## src/rtl/core/tmc_pkg.sv

```systemverilog
`timescale 1ns / 1ps
// ----------------------------------------------------------------------------
// tmc_pkg
// Shared constants, operation codes and the result struct of the text console.
// ----------------------------------------------------------------------------
package tmc_pkg;

	localparam int COLUMNS_DEF = 80;
	localparam int ROWS_DEF    = 25;
	localparam int POS_W       = 11;

	localparam logic [15:0] BLANK_CELL = 16'h0720;
	localparam logic [7:0]  SPACE_CHAR = 8'h20;

	// operation codes
	localparam logic [1:0] OP_PUT   = 2'd0;
	localparam logic [1:0] OP_CLEAR = 2'd1;
	localparam logic [1:0] OP_SET   = 2'd2;
	localparam logic [1:0] OP_READ  = 2'd3;

	// control characters
	localparam logic [7:0] CH_BS  = 8'd8;
	localparam logic [7:0] CH_TAB = 8'd9;
	localparam logic [7:0] CH_NL  = 8'd10;
	localparam logic [7:0] CH_CR  = 8'd13;

	typedef struct packed {
		logic [POS_W-1:0] pos;
		logic             is_read;
		logic             scrolled;
	} res_t;

endpackage

```

## src/rtl/core/tmc_ctrl.sv

```systemverilog
`timescale 1ns / 1ps
// ----------------------------------------------------------------------------
// tmc_ctrl
// Cursor registers and the sequencer that drives the cell store: put, clear
// sweep, scroll copy, blank row, cell read and the reset clearing pass.
// ----------------------------------------------------------------------------
module tmc_ctrl import tmc_pkg::*; #(
	parameter int COLUMNS = COLUMNS_DEF,
	parameter int ROWS    = ROWS_DEF,
	parameter int CELLS   = COLUMNS * ROWS,
	parameter int AW      = $clog2(CELLS)
) (
	input  logic          clk,
	input  logic          arst_n,
	input  logic          in_valid,
	output logic          in_ready,
	input  logic [1:0]    in_op,
	input  logic [7:0]    in_char,
	input  logic [7:0]    in_attr,
	input  logic [7:0]    in_col,
	input  logic [7:0]    in_row,
	output logic          wr_en,
	output logic [AW-1:0] wr_addr,
	output logic [15:0]   wr_data,
	output logic          rd_en,
	output logic [AW-1:0] rd_addr,
	input  logic [15:0]   rd_data,
	output logic          res_valid,
	output res_t          res,
	input  logic          res_ready
);

	localparam int CW   = $clog2(COLUMNS);
	localparam int RW   = $clog2(ROWS);
	localparam int MOVE = COLUMNS * (ROWS - 1);
	localparam int PW   = (AW > POS_W) ? AW : POS_W;

	localparam logic [2:0] ST_INIT   = 3'd0;
	localparam logic [2:0] ST_IDLE   = 3'd1;
	localparam logic [2:0] ST_FILL   = 3'd2;
	localparam logic [2:0] ST_SCROLL = 3'd3;
	localparam logic [2:0] ST_BLANK  = 3'd4;
	localparam logic [2:0] ST_DONE   = 3'd5;

	logic [2:0]    state_q;
	logic [AW-1:0] cnt_q;
	logic [15:0]   fill_q;
	logic [CW-1:0] col_q;
	logic [RW-1:0] row_q;
	logic          is_read_q;
	logic          scrolled_q;

	logic          accept;
	logic          printable;
	logic          overflow;
	logic [CW:0]   nc;
	logic [RW:0]   nr;
	logic [CW-1:0] set_col;
	logic [RW-1:0] set_row;
	logic [PW-1:0] cur_lin;
	logic [PW-1:0] read_lin;

	assign in_ready = (state_q == ST_IDLE);
	assign accept   = in_valid && in_ready;

	assign set_col = (in_col > 8'(COLUMNS - 1)) ? CW'(COLUMNS - 1) : in_col[CW-1:0];
	assign set_row = (in_row > 8'(ROWS - 1)) ? RW'(ROWS - 1) : in_row[RW-1:0];

	assign cur_lin  = PW'(row_q) * PW'(COLUMNS) + PW'(col_q);
	assign read_lin = PW'(set_row) * PW'(COLUMNS) + PW'(set_col);

	// next cursor for put character
	always_comb begin
		nc        = {1'b0, col_q};
		nr        = {1'b0, row_q};
		printable = 1'b0;
		unique case (in_char)
			CH_NL: begin
				nc = '0;
				nr = {1'b0, row_q} + (RW+1)'(1);
			end
			CH_CR: begin
				nc = '0;
			end
			CH_BS: begin
				if (col_q != '0) begin
					nc = {1'b0, col_q} - (CW+1)'(1);
				end
			end
			CH_TAB: begin
				nc = ({1'b0, col_q} + (CW+1)'(8)) & ~((CW+1)'(7));
			end
			default: begin
				printable = 1'b1;
				nc        = {1'b0, col_q} + (CW+1)'(1);
			end
		endcase
		if (nc >= (CW+1)'(COLUMNS)) begin
			nc = '0;
			nr = nr + (RW+1)'(1);
		end
		overflow = (nr >= (RW+1)'(ROWS));
	end

	// memory requests; operations never overlap, so no two accesses meet on one cell
	always_comb begin
		wr_en   = 1'b0;
		wr_addr = cnt_q;
		wr_data = BLANK_CELL;
		rd_en   = 1'b0;
		rd_addr = cnt_q;
		unique case (state_q)
			ST_INIT: begin
				wr_en = 1'b1;
			end
			ST_FILL: begin
				wr_en   = 1'b1;
				wr_data = fill_q;
			end
			ST_IDLE: begin
				if (accept && in_op == OP_PUT && printable) begin
					wr_en   = 1'b1;
					wr_addr = cur_lin[AW-1:0];
					wr_data = {in_attr, in_char};
				end
				if (accept && in_op == OP_READ) begin
					rd_en   = 1'b1;
					rd_addr = read_lin[AW-1:0];
				end
			end
			ST_SCROLL: begin
				// read one row below, write it back in the next cycle
				if (cnt_q != AW'(MOVE)) begin
					rd_en   = 1'b1;
					rd_addr = cnt_q + AW'(COLUMNS);
				end
				if (cnt_q != '0) begin
					wr_en   = 1'b1;
					wr_addr = cnt_q - AW'(1);
					wr_data = rd_data;
				end
			end
			ST_BLANK: begin
				wr_en = 1'b1;
			end
			default: begin
			end
		endcase
	end

	assign res_valid    = (state_q == ST_DONE);
	assign res.pos      = cur_lin[POS_W-1:0];
	assign res.is_read  = is_read_q;
	assign res.scrolled = scrolled_q;

	always_ff @(posedge clk) begin
		if (accept && in_op == OP_CLEAR) begin
			fill_q <= {in_attr, SPACE_CHAR};
		end
	end

	always_ff @(posedge clk or negedge arst_n) begin
		if (!arst_n) begin
			state_q    <= ST_INIT;
			cnt_q      <= '0;
			col_q      <= '0;
			row_q      <= '0;
			is_read_q  <= 1'b0;
			scrolled_q <= 1'b0;
		end else begin
			unique case (state_q)
				ST_INIT: begin
					if (cnt_q == AW'(CELLS - 1)) begin
						state_q <= ST_IDLE;
						cnt_q   <= '0;
					end else begin
						cnt_q <= cnt_q + AW'(1);
					end
				end
				ST_FILL: begin
					if (cnt_q == AW'(CELLS - 1)) begin
						state_q <= ST_DONE;
						cnt_q   <= '0;
					end else begin
						cnt_q <= cnt_q + AW'(1);
					end
				end
				ST_IDLE: begin
					if (accept) begin
						unique case (in_op)
							OP_PUT: begin
								if (overflow) begin
									row_q      <= RW'(ROWS - 1);
									col_q      <= '0;
									scrolled_q <= 1'b1;
									cnt_q      <= '0;
									state_q    <= ST_SCROLL;
								end else begin
									col_q   <= nc[CW-1:0];
									row_q   <= nr[RW-1:0];
									state_q <= ST_DONE;
								end
							end
							OP_CLEAR: begin
								col_q   <= '0;
								row_q   <= '0;
								cnt_q   <= '0;
								state_q <= ST_FILL;
							end
							OP_SET: begin
								col_q   <= set_col;
								row_q   <= set_row;
								state_q <= ST_DONE;
							end
							OP_READ: begin
								is_read_q <= 1'b1;
								state_q   <= ST_DONE;
							end
							default: begin
							end
						endcase
					end
				end
				ST_SCROLL: begin
					// last copy write leaves cnt at the first cell of the last row
					if (cnt_q == AW'(MOVE)) begin
						state_q <= ST_BLANK;
					end else begin
						cnt_q <= cnt_q + AW'(1);
					end
				end
				ST_BLANK: begin
					if (cnt_q == AW'(CELLS - 1)) begin
						state_q <= ST_DONE;
						cnt_q   <= '0;
					end else begin
						cnt_q <= cnt_q + AW'(1);
					end
				end
				ST_DONE: begin
					if (res_ready) begin
						state_q    <= ST_IDLE;
						is_read_q  <= 1'b0;
						scrolled_q <= 1'b0;
					end
				end
				default: begin
					state_q <= ST_IDLE;
				end
			endcase
		end
	end

endmodule

```

## config.mk

```make
export PLATFORM = sky130hd
export DESIGN_NAME = tmc_ctrl
export DESIGN_NICKNAME = d
export VERILOG_FILES = /design/src/rtl/core/tmc_pkg.sv /design/src/rtl/core/tmc_ctrl.sv
export SDC_FILE = /design/constraint.sdc
export NUM_CORES = 1
export LEC_CHECK = 0
export ABC_AREA = 1
export BUFFER_PORTS_ARGS = -buffer_cell sky130_fd_sc_hd__buf_2
export CAP_MARGIN = 20
export CELL_PAD_IN_SITES_DETAIL_PLACEMENT = 0
export CELL_PAD_IN_SITES_GLOBAL_PLACEMENT = 2
export CORE_MARGIN = 2
export CORE_UTILIZATION = 32
export CTS_CLUSTER_DIAMETER = 200
export DETAILED_ROUTE_END_ITERATION = 6
export GPL_TIMING_DRIVEN = 0
export HOLD_SLACK_MARGIN = 0.03
export PLACE_DENSITY_LB_ADDON = 0.1
export SLEW_MARGIN = 20
export SYNTH_ARGS = -nofsm -noshare
export SYNTH_HDL_FRONTEND = slang
export SYNTH_SLANG_ARGS = --single-unit
export TNS_END_PERCENT = 5
```

## constraint.sdc

```tcl
create_clock -name clk -period 8.6 [get_ports clk]
set_input_delay 1.72 -clock clk [delete_from_list [all_inputs] [get_ports clk]]
set_output_delay 1.72 -clock clk [all_outputs]
set_load 0.005 [all_outputs]
```

-- After elaboration in Yosys (flattened, before gate mapping)
Index checks and enable logic that the tools add are counted.
- register bits after elaboration: 36
- bits of input ports: 54
- add/subtract/negate cells: 10
- multipliers: 2
- order comparisons: 4
- equality and inequality tests: 26
- mux-type cells: 49
- reduce and logical (&&, ||, !) cells: 22
- operators with widths (kind ; count):
    $mux W11 ; 8
    $pmux W11 S2 ; 3
    $pmux W16 S3 ; 1
    $pmux W11 S3 ; 1
    $eq A8 B4 Y1 const B ; 4
    $mux W16 ; 2
    $pmux W8 S3 ; 1
    $add A11 B7 Y11 ; 2
    $eq A11 B11 Y1 const B ; 2
    $mux W7 ; 3
    $pmux W7 S3 ; 1
    $mux W3 ; 6
    $pmux W3 S5 ; 1
    $pmux W5 S3 ; 1
    $reduce_and A5 Y1 ; 3
    $mul A5 B3 Y7 const B ; 2
    $mux W6 ; 2
    $ne A2 B1 Y1 const B ; 6
    $add A11 B1 Y11 const B ; 1
    $add A11 B7 Y11 const B ; 1
    $mux W1 ; 11
    $ne A11 B11 Y1 const B ; 1
    $reduce_bool A11 Y1 ; 1
    $sub A11 B1 Y11 const B ; 1
    33 further kinds ; 48

-- Longest topological paths before layout
Gate-level depths: netlist of the first run.
- depth after elaboration: 10
- mapped depth: 23
- mapped depth without buffers: 23

-- Least setup slack after synthesis of the first run
No wires, ideal clock.
- path kind: input -> output
- start point: input port in_row[0]
- end point: output port rd_addr[9]
- arrival: 4.010 ns
- required time: 6.880 ns
- slack: 2.870 ns
- stages on the path: 11
- path through: o311ai_0 -> nand2_1 -> or2_2 -> ha_1 -> ha_1 -> fa_1 -> and3_1 -> xor2_1 -> nand2_1 -> o21ai_0 -> nand4_1
- cells in the longest elaborated chain, start to end: 6
- RTL lines (what ; RTL line ; RTL):
    from (decl) ; tmc_ctrl.sv:21 ; input logic [7:0] in_row,
    $gt A8 B5 Y1 ; tmc_ctrl.sv:67 ; assign set_row = (in_row > 8'(ROWS - 1)) ? RW'(ROWS - 1) : in_row[RW-1:0];
    $mux W5 (*) ; tmc_ctrl.sv:67 ;
    $mul A5 B3 Y7 (*) ; tmc_ctrl.sv:70 ; assign read_lin = PW'(set_row) * PW'(COLUMNS) + PW'(set_col);
    $add A11 B7 Y11 (*) ; tmc_ctrl.sv:70 ;
    $mux W11 (*) ; tmc_ctrl.sv:126 ; if (accept && in_op == OP_READ) begin
    $pmux W11 S2 (*) ; tmc_ctrl.sv:112 ; unique case (state_q)
    to (decl) ; tmc_ctrl.sv:26 ; output logic [AW-1:0] rd_addr,
Mark *: on every way between the ends. The rest lies on a longest branch, timed or not.

-- Worst setup path after layout of the first run
Ends and elaborated chain as after synthesis.

==> flow_summary.toml, run 1 <==
[critical_path]
cp-start-kind = "input port"
r2r-start = "col_q[3]"
cpMaxStageDelayCell = "fa_1"
critPathMaxFanout = 5
r2r_end = "col_q[2]"
worst-r2r-cell-count = 21
regToRegSetupSlack_ns = 5.70
crit_required_ns = 6.88
path_cells = "buf_2 -> o311ai_0 -> nand2_1 -> or2_2 -> ha_1 -> ha_1 -> fa_1 -> and3_1 -> xor2_1 -> nand2_1 -> o21ai_0 -> nand4_1 -> buf_2"
path_class = "in2out"
endpoint_kind = "output port"
cp.arrival_ns = 4.48
slowest_delay_ns = 0.52

[detailed_routing]
routed_via_density = 5.01
drt-wirelength-per-cell_um = 16.5
antenna_left = 0
drt_iter0_markers = 265
drtPass1Iterations = 4
wl_um = 17400
vias = 5289
drc_errors = 0

[place]
dp_hpwl_um = 14500
place_ws_ns = 2.39
place_congestion = 0.918
io_buffers = 108

[worst_hold_path]
hold_path_depth = 2
min_to = "scrolled_q"
hp-class = "reg2reg"
hp-start = "scrolled_q"

[power_and_ir_drop]
p_per_area_mw_per_mm2 = 277
ir_worst_vdd_mv = 0.101
p_leak_nw = 2.99

[sta]
min_period_over_period = 0.720
final-setup-viol-count = 0
tightest_slew_ns = 0.735
setup_ws_ns = 2.40
rsz0062_at_grt = "false"
finalMaxSlewViolations = 0
timing.fmax_mhz = 161
fin_crit_ns = 6.20
fin_tns_setup_ns = 0
relSlewSlack = 0.506
finalClockSkew_ns = 0.00495
hold_viol = 0

[clocking]
htree_levels = 2
ctsRootBufferMaster = "clkbuf_16"
clock_latency_ns = 0.29
numCtsBuffers = 5
cts_setup_buffers = 0
ctsLongestPathBuffers = 2
clkSinkCount = 36
post_cts_resize_count = 0
cts_hold_buf = 0
cts_tree = "done"
path_clk_slew_ns = 0.06

[floorplanning]
core_mm2 = 0.0150
num_rows = 45
io_pins = 109
initial_core_util = 0.325
die_x_um = 128
fp.dieH_um = 128
die_area_mm2 = 0.0163

[global_route]
antenna_found_initial = 0
grt_pass1_wl_um = 27200
grt_start_max_net_pins = 29
grt-ovfl-total = 0
grt.total_usage = 0.213
grt_pass1_vias = 5118

[synth]
async_reset_ff_frac = 0.778
netlist_instances = 751
synthFlopType = "dfrtp_1"
synth_area_per_cell_um2 = 6.50
synth_fp_nets = 844
syn_area_mm2 = 0.00488
yosysSeqAreaShare = 0.193
synth-seq-cells = 36
yosysUniqueCellTypes = 53
synth_edf_count = 8
ys_warn_count = 0

[finish]
drive_above_1_share = 0.213
antenna_cells = 0
final_common_cell = "nand2_1"
mostFrequentLayoutCells = "nand2_1, buf_2, inv_1, nor2_1, o21ai_0"
area_delta_synth_final_pct = 19.0
fin_nets = 959

[job]
maxCapViolCount = 0

[run_status]
status = "finished, final reports clean"
[cells in the mapped netlist (3+ instances only)]
cell type	number	area, µm²
a21boi_1	3	22.5
a21oi_1	30	150
a22oi_1	6	45.0
a31oi_1	3	18.8
buf_2	9	45.0
buf_4	6	45.0
clkbuf_1	11	41.3
clkinv_1	3	11.3
dfrtp_1	28	701
edfxtp_1	8	240
fa_1	4	80.1
ha_1	35	438
inv_1	92	345
inv_2	5	18.8
nand2_1	199	747
nand2_2	8	50.1
nand2_4	5	56.3
nand3_1	43	215
nand3_2	11	110
nand3_4	3	52.6
nand4_1	16	100
nor2_1	72	270
nor2_2	8	50.1
nor2_4	5	56.3
nor3_1	11	55.1
nor4_1	4	25.0
o2111ai_1	7	61.3
o21ai_0	49	245
o221ai_1	7	61.3
o311ai_0	3	26.3
or2_2	3	18.8
xnor2_1	6	52.6
xor2_1	26	228
[flip-flops by register name (all words and copies together) (netlist names)]
name / cells
col_q: 7
is_read_q: 1
scrolled_q: 1
row_q: 5
fill_q: 8
state_q: 3
cnt_q: 11
[stage by stage]
step | std cells | instance area (µm²) | total power, mW | hold slack [ns] | util
final | 1055 | 5810 | 1.61 | 0.532 | 0.386
after global routing | 1055 | 5810 | 1.78 | 0.567 | 0.386
after CTS | 1055 | 5810 | 1.63 | 0.526 | 0.386
after detailed placement | 1047 | 5660 | 1.43 | 0.505 | 0.377
after global placement | 1047 | 5660 | 1.42 | 0.509 | 0.376
after floorplan | 751 | 4880 | 1.05 | 0.471 | -
[power by group]
group	total (mW)	switching [mW]	internal, mW	leakage (nW)
combinational	1.10	0.692	0.411	2.49
clock	0.187	0.0796	0.107	0.0736
sequential	0.321	0.0931	0.228	0.428
total	1.61	0.865	0.746	2.99
[kinds of logic (layout without fill, tap and decap cells)]
family,after synthesis,in the layout,share of synthesized area
and+or+nand+nor,393,393,0.378
buffers and inverters,129,245,0.113
AOI/OAI and AO/OA,122,122,0.154
adders and majority gates,39,39,0.106
DFF,36,36,0.193
xor gates and xnor gates,32,32,0.0574
[area by class of cell]
class,count,area [µm²]
clock inverters,3,18.8
inverters,100,375
well taps,188,235
repair buffers,108,541
multi-input cells,586,3400
flip-flops and latches,36,941
clock buffers,5,125
fillers,1654,9230
plain buffers,29,174
[critical path: cells and delay by family]
family,cells,cell delay (ns)
AO/OA/AOI/OAI,2,0.41
XOR/XNOR,1,0.16
adder cells (fa/ha/maj),3,1.06
buffers and inverters,2,0.24
AND/OR/NAND/NOR,5,0.88
[per-layer routing]
layer,global-route usage,vias to the layer above,part of all wire
met5,0,-,0
met4,0.0621,0,0.021
met3,0.0243,18,0.026
met2,0.378,85,0.50
met1,0.272,2485,0.46
li1,-,2701,-
[how the worst max path moves through the flow]
stage,to,slack (ns),startpoint,cells past startpoint
global placement,rd_addr[9],2.42,in_row[0],13
finish,rd_addr[9],2.40,in_row[0],13
CTS,rd_addr[10],2.38,in_row[0],12
floorplan,rd_addr[9],2.87,in_row[0],11
detailed placement,rd_addr[9],2.39,in_row[0],13
global route,rd_addr[10],2.18,in_row[0],12
Note: power is estimated with default switching activity, not from simulation.
==> run 2, diff against run 1 <==
--- a/config.mk
+++ b/config.mk
@@ -11,7 +11,7 @@
 export CELL_PAD_IN_SITES_DETAIL_PLACEMENT = 0
 export CELL_PAD_IN_SITES_GLOBAL_PLACEMENT = 2
 export CORE_MARGIN = 2
-export CORE_UTILIZATION = 32
+export CORE_UTILIZATION = 27
 export CTS_CLUSTER_DIAMETER = 200
 export DETAILED_ROUTE_END_ITERATION = 6
 export GPL_TIMING_DRIVEN = 0
==> constraint.sdc (replaced) <==
create_clock -name clk -period 5.1 [get_ports clk]
set_input_delay 1.02 -clock clk [delete_from_list [all_inputs] [get_ports clk]]
set_output_delay 1.02 -clock clk [all_outputs]
set_load 0.005 [all_outputs]
==> flow_summary.toml, run 2 (synthesized netlist as in run 1, its figures left out) <==
[run_status]
status = "finished, final reports clean"

[sta]
rsz0062_at_grt = "false"
min_period_over_period = 0.969
hold_viol = 0
timing.fmax_mhz = 202
finalClockSkew_ns = 0.00789
fin_crit_ns = 4.94
relSlewSlack = 0.487
fin_tns_setup_ns = 0
final-setup-viol-count = 0
tightest_slew_ns = 0.770
finalMaxSlewViolations = 0

[detailed_routing]
drtPass1Iterations = 4
antenna_left = 0
drt-wirelength-per-cell_um = 16.7
drt_iter0_markers = 262
vias = 5294
wl_um = 18300
routed_via_density = 4.83
drc_errors = 0

[place]
dp_hpwl_um = 15300
place_congestion = 0.829
io_buffers = 108

[job]
maxCapViolCount = 0

[floorplanning]
fp.dieH_um = 138
die_x_um = 138
initial_core_util = 0.274
die_area_mm2 = 0.0192
core_mm2 = 0.0178
num_rows = 49
io_pins = 109

[finish]
top_regs = "cnt_q: 11 flops, fill_q: 8 flops, col_q: 7 flops"
largest_register_ffs = 11
regMostFlops = "cnt_q"
drive_above_1_share = 0.214
mostFrequentLayoutCells = "nand2_1, buf_2, inv_1, nor2_1, o21ai_0"
final_common_cell = "nand2_1"
antenna_cells = 0
fin_nets = 960
area_delta_synth_final_pct = 20.6

[critical_path]
cp.arrival_ns = 3.92
path_buf_inv = 2
cpLargestDelayFamily = "adder cells"
cpMaxStageDelayCell = "fa_1"
cp-start-kind = "input port"
path_class = "in2out"
endpoint_kind = "output port"
crit_required_ns = 4.08
slowest_delay_ns = 0.38
critPathMaxFanout = 5
path_cells = "buf_2 -> o311ai_0 -> nand2_1 -> or2_2 -> ha_1 -> ha_1 -> fa_1 -> xnor2_1 -> nor2_1 -> o21ai_0 -> nand4_1 -> buf_2"

[global_route]
grt-ovfl-total = 0
grt_pass1_vias = 5250
antenna_found_initial = 0
grt_start_max_net_pins = 29
grt.total_usage = 0.189
grt_pass1_wl_um = 29100

[clocking]
cts_hold_buf = 0
htree_levels = 2
numCtsBuffers = 5
ctsRootBufferMaster = "clkbuf_16"
clkSinkCount = 36
cts_tree = "done"
clock_latency_ns = 0.29
ctsLongestPathBuffers = 2
path_clk_slew_ns = 0.06

[worst_hold_path]
hp-class = "reg2reg"

[power_and_ir_drop]
p_leak_nw = 3.01
p_per_area_mw_per_mm2 = 471
ir_worst_vdd_mv = 0.185
finalPower_mw = 2.77
[run 2: cell types whose count changed in the layout (fill, tap and decap cells not counted)]
cell       delta
buf_2         +1
bufinv_16     +1
clkbuf_1      +1
clkinv_2      -1
clkinv_4      -1
nor2_1        -1
nor2_2        +1
[run 2: area by class of cell]
type	instances	area (µm²)
Fill cell	2033	12000
Inverter	100	375
Clock buffer	6	129
Timing Repair Buffer	109	546
Multi-Input combinational cell	586	3400
Clock inverter	2	35.0
Sequential cell	36	941
Buffer	29	174
Tap cell	229	287
[run 2: repair_timing]
item	CTS	global route
resized for setup	0	1
setup endpoints to repair	0	1
setup buffers	0	0
[run 2: final timing paths]
kind / startpoint / endpoint / slack, ns / depth (start not counted)
worst max-delay path: in_row[0] / rd_addr[10] / 0.16 / 12
worst min-delay path: scrolled_q / scrolled_q / 0.54 / 2
worst max register to register: cnt_q[5] / cnt_q[9] / 2.13 / 12
worst min register to register: scrolled_q / scrolled_q / 0.54 / 2
max in group asynchronous: arst_n / row_q[2] / 3.80 / 1
min in group asynchronous: arst_n / cnt_q[1] / 0.81 / 1
[run 2: stage by stage]
| step | util | setup WS [ns] | cells | area [µm²] | hold slack (ns) |
|---|---|---|---|---|---|
| floorplan | - | 0.770 | 751 | 4880 | 0.471 |
| global placement | 0.320 | 0.234 | 1088 | 5710 | 0.505 |
| detailed placement | 0.321 | 0.201 | 1089 | 5720 | 0.515 |
| CTS | 0.330 | 0.176 | 1097 | 5880 | 0.531 |
| global route | 0.330 | 0.0126 | 1097 | 5890 | 0.577 |
| finish | 0.330 | 0.156 | 1097 | 5890 | 0.535 |
[run 2: report_power, final]
group	switching [mW]	internal (mW)	leakage [nW]
Combinational	1.19	0.694	2.50
Clock	0.129	0.230	0.0808
Sequential	0.146	0.384	0.428
[run 2: per-layer routing]
| metal | vias to the layer above | global-route usage | routed length [µm] |
|---|---|---|---|
| li1 | 2709 | - | - |
| met1 | 2430 | 0.286 | 9800 |
| met2 | 144 | 0.285 | 7520 |
| met3 | 11 | 0.0367 | 905 |
| met4 | 0 | 0.0236 | 111 |
| met5 | - | 0 | 0 |
[run 2: tightest hold or removal path: stages, from the launching register on]
cell and delay (ns):
dfrtp_1 0.34, o21ai_0 0.09, nand2_1 0.07
==> run 3, diff against run 2 <==
--- a/config.mk
+++ b/config.mk
@@ -16,7 +16,7 @@
 export DETAILED_ROUTE_END_ITERATION = 6
 export GPL_TIMING_DRIVEN = 0
 export HOLD_SLACK_MARGIN = 0.03
-export PLACE_DENSITY_LB_ADDON = 0.1
+export PLACE_DENSITY = 0.76
 export SLEW_MARGIN = 20
 export SYNTH_ARGS = -nofsm -noshare
 export SYNTH_HDL_FRONTEND = slang
==> flow_summary.toml, run 3 (synthesized netlist as in run 1, its figures left out) <==
[run_status]
status = "finished, final reports clean"

[floorplanning]
die_area_mm2 = 0.0192
initial_core_util = 0.274
fp.dieH_um = 138
num_rows = 49
die_x_um = 138
core_mm2 = 0.0178
io_pins = 109

[sta]
final-setup-viol-count = 0
finalMaxSlewViolations = 0
fin_hold_ws_ns = 0.524
finalClockSkew_ns = 0.00514
hold_viol = 0
fin_crit_ns = 4.85
tightest_slew_ns = 0.788
fin_tns_setup_ns = 0
timing.fmax_mhz = 206
relSlewSlack = 0.475
min_period_over_period = 0.952
setup_ws_ns = 0.247
rsz0062_at_grt = "false"

[finish]
final_cells = 1097
drive_above_1_share = 0.212
fin_nets = 960
regMostFlops = "cnt_q"
largest_register_ffs = 11
final_area_mm2 = 0.00586
final_common_cell = "nand2_1"
antenna_cells = 0
final_util = 0.329
fillers = 2024
mostFrequentLayoutCells = "nand2_1, buf_2, inv_1, nor2_1, o21ai_0"
top_regs = "cnt_q: 11 flops, fill_q: 8 flops, col_q: 7 flops"
area_delta_synth_final_pct = 20.1

[detailed_routing]
wl_um = 17700
drt_iter0_markers = 258
drc_errors = 0
vias = 5180
drtPass1Iterations = 4
routed_via_density = 4.72
antenna_left = 0
drt-wirelength-per-cell_um = 16.1

[clocking]
clock_latency_ns = 0.29
numCtsBuffers = 5
cts_hold_buf = 0
cts_tree = "done"
ctsLongestPathBuffers = 2
cts_setup_buffers = 0
ctsRootBufferMaster = "clkbuf_16"
clkSinkCount = 36
path_clk_slew_ns = 0.06
htree_levels = 2
post_cts_resize_count = 0

[place]
io_buffers = 108
dp_hpwl_um = 14600
place_area_mm2 = 0.00572
place_congestion = 0.856
place_inst = 1089
place_ws_ns = 0.221

[critical_path]
crit_required_ns = 4.08
path_class = "in2out"
cp-start-kind = "input port"
critPathMaxFanout = 5
endpoint_kind = "output port"
cp.arrival_ns = 3.83

[worst_hold_path]
hp-class = "reg2reg"

[global_route]
grt_start_max_net_pins = 29
grt-ovfl-total = 0
grt_pass1_wl_um = 27800
antenna_found_initial = 0
grt.total_usage = 0.180
grt_pass1_vias = 4927

[job]
maxCapViolCount = 0

[power_and_ir_drop]
p_leak_nw = 2.99
p_per_area_mw_per_mm2 = 463
ir_worst_vdd_mv = 0.171
finalPower_mw = 2.71
[run 3: changes by cell type in the layout (fill, tap and decap cells not counted), sizes merged]
| cell | before | now |
|---|---|---|
| clkinvlp | 0 | 1 |
| bufinv | 1 | 0 |
[run 3: worst paths after layout]
check,from,endpoint,slack (ns),depth (start not counted)
min in group asynchronous,arst_n,cnt_q[2],0.81,1
setup reg to reg,cnt_q[4],cnt_q[9],2.22,12
max in group asynchronous,arst_n,state_q[0],3.79,1
setup / recovery,in_row[0],rd_addr[9],0.25,13
hold / removal,scrolled_q,scrolled_q,0.52,2
hold reg to reg,scrolled_q,scrolled_q,0.52,2
[run 3: layout make-up]
type	count	area, µm²	share of cell area
Buffer	29	174	0.0297
Sequential cell	36	941	0.160
Multi-Input combinational cell	586	3400	0.580
Inverter	100	375	0.0640
Timing Repair Buffer	109	548	0.0935
Tap cell	229	287	0.0489
Clock inverter	2	11.3	0.00192
Clock buffer	6	129	0.0220
[run 3: power breakdown]
part	internal (mW)	switching, mW
Combinational	0.695	1.17
Sequential	0.384	0.153
Clock	0.180	0.134
[run 3: routing by layer]
| layer | wire [µm] | GRT usage | share of wire | up-vias |
|---|---|---|---|---|
| met5 | 0 | 0 | 0 | - |
| met4 | 144 | 0.0328 | 0.0081 | 0 |
| met3 | 873 | 0.0267 | 0.049 | 9 |
| met2 | 7350 | 0.266 | 0.42 | 139 |
| met1 | 9310 | 0.279 | 0.53 | 2327 |
| li1 | - | - | - | 2705 |
[run 3: worst max-delay path, cell delays in order]
cell and delay [ns]:
buf_2 0.11, o311ai_0 0.32, nand2_1 0.18, or2_2 0.35, ha_1 0.31, ha_1 0.23
fa_1 0.52, and3_1 0.17, xor2_1 0.16, nand2_1 0.09, o21ai_0 0.09, nand4_1 0.12
buf_2 0.15
